==> src/sv/udiv64_pkg.sv <==
// Shared types and constants for the 64-bit unsigned divider.
// No dependencies; used by udiv64_cell and unsigned_divide_64_unit.
package udiv64_pkg;

   localparam int DataWidth = 64;

   typedef logic [DataWidth-1:0] word_type;

   // State carried from one divider cell to the next.
   typedef struct packed {
      logic     valid;
      logic     div_zero;
      word_type rem;
      word_type numq;   // unconsumed dividend bits above, quotient bits below
      word_type den;
   } stage_type;

endpackage

==> src/sv/udiv64_cell.sv <==
// One restoring-division cell: produces one quotient bit per item per stage.
// Depends on udiv64_pkg for stage_type and DataWidth.
module udiv64_cell (
   input  logic                  clock,
   input  logic                  reset,
   input  logic                  enable,
   input  udiv64_pkg::stage_type stage_in,
   output udiv64_pkg::stage_type stage_out
);
   import udiv64_pkg::*;

   logic [DataWidth:0]   trial;
   logic [DataWidth:0]   diff;
   logic                 ge;
   stage_type            next_in;
   logic                 valid_ff;
   stage_type            data_ff;

   always_comb begin
      trial          = {stage_in.rem, stage_in.numq[DataWidth-1]};
      diff           = trial - {1'b0, stage_in.den};
      ge             = (trial >= {1'b0, stage_in.den});
      next_in        = stage_in;
      next_in.rem    = ge ? diff[DataWidth-1:0] : trial[DataWidth-1:0];
      next_in.numq   = {stage_in.numq[DataWidth-2:0], ge};
   end

   always_ff @(posedge clock) begin
      if (reset) begin
         valid_ff <= 1'b0;
      end else if (enable) begin
         valid_ff <= stage_in.valid;
      end
   end

   always_ff @(posedge clock) begin
      if (enable && stage_in.valid) begin
         data_ff <= next_in;
      end
   end

   always_comb begin
      stage_out       = data_ff;
      stage_out.valid = valid_ff;
   end

endmodule
==> config.mk <==
export PLATFORM = sky130hd
export DESIGN_NAME = udiv64_cell
export DESIGN_NICKNAME = d
export VERILOG_FILES = /design/src/sv/udiv64_pkg.sv /design/src/sv/udiv64_cell.sv
export SDC_FILE = /design/constraint.sdc
export NUM_CORES = 1
export LEC_CHECK = 0
export ABC_CLOCK_PERIOD_IN_PS = 6400
export BUFFER_PORTS_ARGS = -buffer_cell sky130_fd_sc_hd__buf_2
export CAP_MARGIN = 20
export CORE_ASPECT_RATIO = 0.7
export CORE_MARGIN = 1
export CORE_UTILIZATION = 34
export CTS_CLUSTER_DIAMETER = 40
export DETAILED_ROUTE_END_ITERATION = 16
export GPL_TIMING_DRIVEN = 0
export SYNTH_ARGS = -nofsm -noshare
export SYNTH_HDL_FRONTEND = slang
export SYNTH_SLANG_ARGS = --single-unit
==> constraint.sdc <==
create_clock -name clock -period 6.4 [get_ports clock]
set_input_delay 0.64 -clock clock [delete_from_list [all_inputs] [get_ports clock]]
set_output_delay 0.64 -clock clock [all_outputs]
set_load 0.01 [all_outputs]
==> reports/results.ini <==
[setup_path]
arrival_ns = 4.34
cp_num_buf_inv = 1
cp.required_ns = 6.58
crit_type = primary input to register
cp-start-kind = primary input
rrSetupSlack_ns = 5.80
worstPathMaxFanout = 4
worst_path_max_delay_cell = a2111oi_2
crit_cells = 12
cpPeakStageDelay_ns = 0.77
endpoint_kind = register
reg2regPathDepth = 2
path_cells = buf_2 > ha_1 > fa_1 > nand2b_1 > a21oi_1 > o21ai_1 > a2111oi_2 > o211ai_1 > a21oi_1 > o21ai_1 > o311ai_0 > o21ai_0
crit_family = compound AO/OA/AOI/OAI gates

[finish]
layout-drive-gt1-share_pct = 32.7
layout-area-overhead-vs-synth_pct = 29.6
layout_commonest_cell = buf_2
final_cell_mix = buf_2 (402), edfxtp_1 (193), nand2_1 (125)
layout.cells.non_filler = 1838
nNetsFinal = 1671

[floorplan]
die_w_um = 214
coreArea_um2 = 30500
initial_core_util_pct = 35.1
fp.dieH_um = 151
placementRows = 53
io_pins = 391
die_area_um2 = 32200

[logic_synthesis]
yosys_register_bits = 194
syn_nets = 1259
synth-edff-count = 193
seq_area_frac_synth_pct = 54.3
ys.warnings.count = 0
avgSynthCellArea_um2 = 10.7
synth-async-reset-ratio_pct = 0
synth_cell_type_count = 71
postSynthCellCount = 997
syn-cell-area_um2 = 10700
synth-main-ff-cell = edfxtp_1

[timing]
clock_skew_ns = 0
period_share_pct = 65.1
hold_viol = 0
fmax_mhz = 240
finalSetupViolCount = 0
tns_ns = 0
worstMarginPinSlew_ns = 0.931
rsz0062_at_grt = false
report.final.slew_viol_count = 0
slew_headroom_pct = 37.2
fin_crit_ns = 4.17

[placed_design]
hpwl_um = 27000
place_inst = 1802
io_buffer_count = 390
gp_congestion = 0.884

[route]
ant_nets = 0
wl_um = 33800
wl_per_cell_um = 18.4
route.detailed.drc = 0
dr.pass1.iters = 5
drtIter0Drc = 631
vias = 9171
avgViaCountPerCell = 4.99

[clock_tree]
cts_setup_buffers = 0
cts_root_buf = clkbuf_16
clock_sinks = 194
hold_buffers = 0
cts_resized = 0
cts_buffer_depth = 2
cts_tree = built
path_clk_slew_ns = 0.08
htreeDepth = 4
clock_latency_ns = 0.45
cts_made_buffers = 17

[grt]
grt_max_degree = 60
grt_pass1_vias = 8553
antenna_found_initial = 7
grt_pass1_wl_um = 50100
grt_use_total_pct = 20.6
grt-ovfl-total = 0

[power]
p_per_area_nw_per_um2 = 251
seqPwrFrac_pct = 44.6
power.leakage_uw = 0.00607
switching_power_uw = 1100
p_clk_share_pct = 31.3
p_sw_share_pct = 31.5
irDropWorstVdd_mv = 0.147
p_int_uw = 2390
finalPower_uw = 3490
power_frac_comb_pct = 24.1

[min_path]
hold_depth = 2
worstHoldPathType = primary input to register

[status]
outcome = complete, no violations

[run]
maxCapViolCount = 0

==> metrics by stage <==
stage	cell area, µm²	hold WS, ns	utilization, %	setup WS, ns
final	13900	0.335	45.5	2.23
after CTS	13900	0.305	45.5	2.38
after floorplan	10700	0.458	-	0.785
after global placement	13200	0.480	43.2	-1.43
after detailed placement	13300	0.497	43.5	1.90
after global routing	13900	0.307	45.5	2.03
==> power groups by stage <==
stage               Clock, µW  Combinational [µW]  Sequential, µW
CTS                      1140                 841            1560
detailed placement          0                 835            1580
global route             1180                 930            1560
floorplan                   0                 446            1650
global placement            0                 821            1600
finish                   1090                 840            1550
==> cell usage after synthesis, types with 4 or more instances <==
master	number	area (µm²)
o21a_1	10	75.1
nor2_1	33	124
buf_2	12	60.1
nand3_1	15	75.1
xor2_1	25	219
clkbuf_1	26	97.6
a211o_1	4	35.0
nand2_1	125	469
o21ai_1	10	50.1
or3_1	4	25.0
nand2b_1	7	43.8
xnor2_1	33	289
edfxtp_1	193	5800
and3_1	7	43.8
a21oi_1	83	415
a31oi_1	7	43.8
nand4_1	19	119
a21o_1	27	203
ha_1	64	801
nor4_1	5	31.3
o21ai_0	89	445
a211oi_1	7	52.6
inv_1	91	342
nor3_1	12	60.1
and2_1	6	37.5
o21bai_1	18	135
==> layout make-up <==
cell class	count	area, µm²
Antenna cell	4	10.0
Buffer	42	193
Clock buffer	18	429
Clock inverter	14	175
Fill cell	2956	16600
Inverter	92	345
Multi-Input combinational cell	669	4360
Sequential cell	194	5820
Tap cell	412	515
Timing Repair Buffer	393	2030
==> sequential cells by signal, summed over array words and instances, names as in the netlist <==
| register | cells |
|---|---|
| stage_out | 193 |
| valid_ff | 1 |
==> path summary, 6_finish.rpt <==
path,start,end
hold reg to reg,valid_ff,valid_ff
setup / recovery,stage_in[0],stage_out[186]
hold / removal,reset,valid_ff
setup reg to reg,valid_ff,valid_ff
==> logic make-up after synthesis <==
logic type      count (synthesis)  synth area share [%]
xor+xnor                       58                  4.74
mux                             4                 0.409
simple gates                  249                  10.9
buf+inv                       134                  5.02
fa+ha+maj                      65                  7.66
flops                         194                  54.3
compound gates                293                  17.0
==> metal layers <==
| metal | GRT usage, % | up-vias | wire, µm |
|---|---|---|---|
| li1 | - | 4460 | - |
| met1 | 28.2 | 4366 | 15700 |
| met2 | 31.7 | 309 | 15200 |
| met3 | 5.88 | 30 | 2420 |
| met4 | 5.68 | 6 | 473 |
| met5 | 0 | - | 34 |
(Power assumes the default switching activity.)
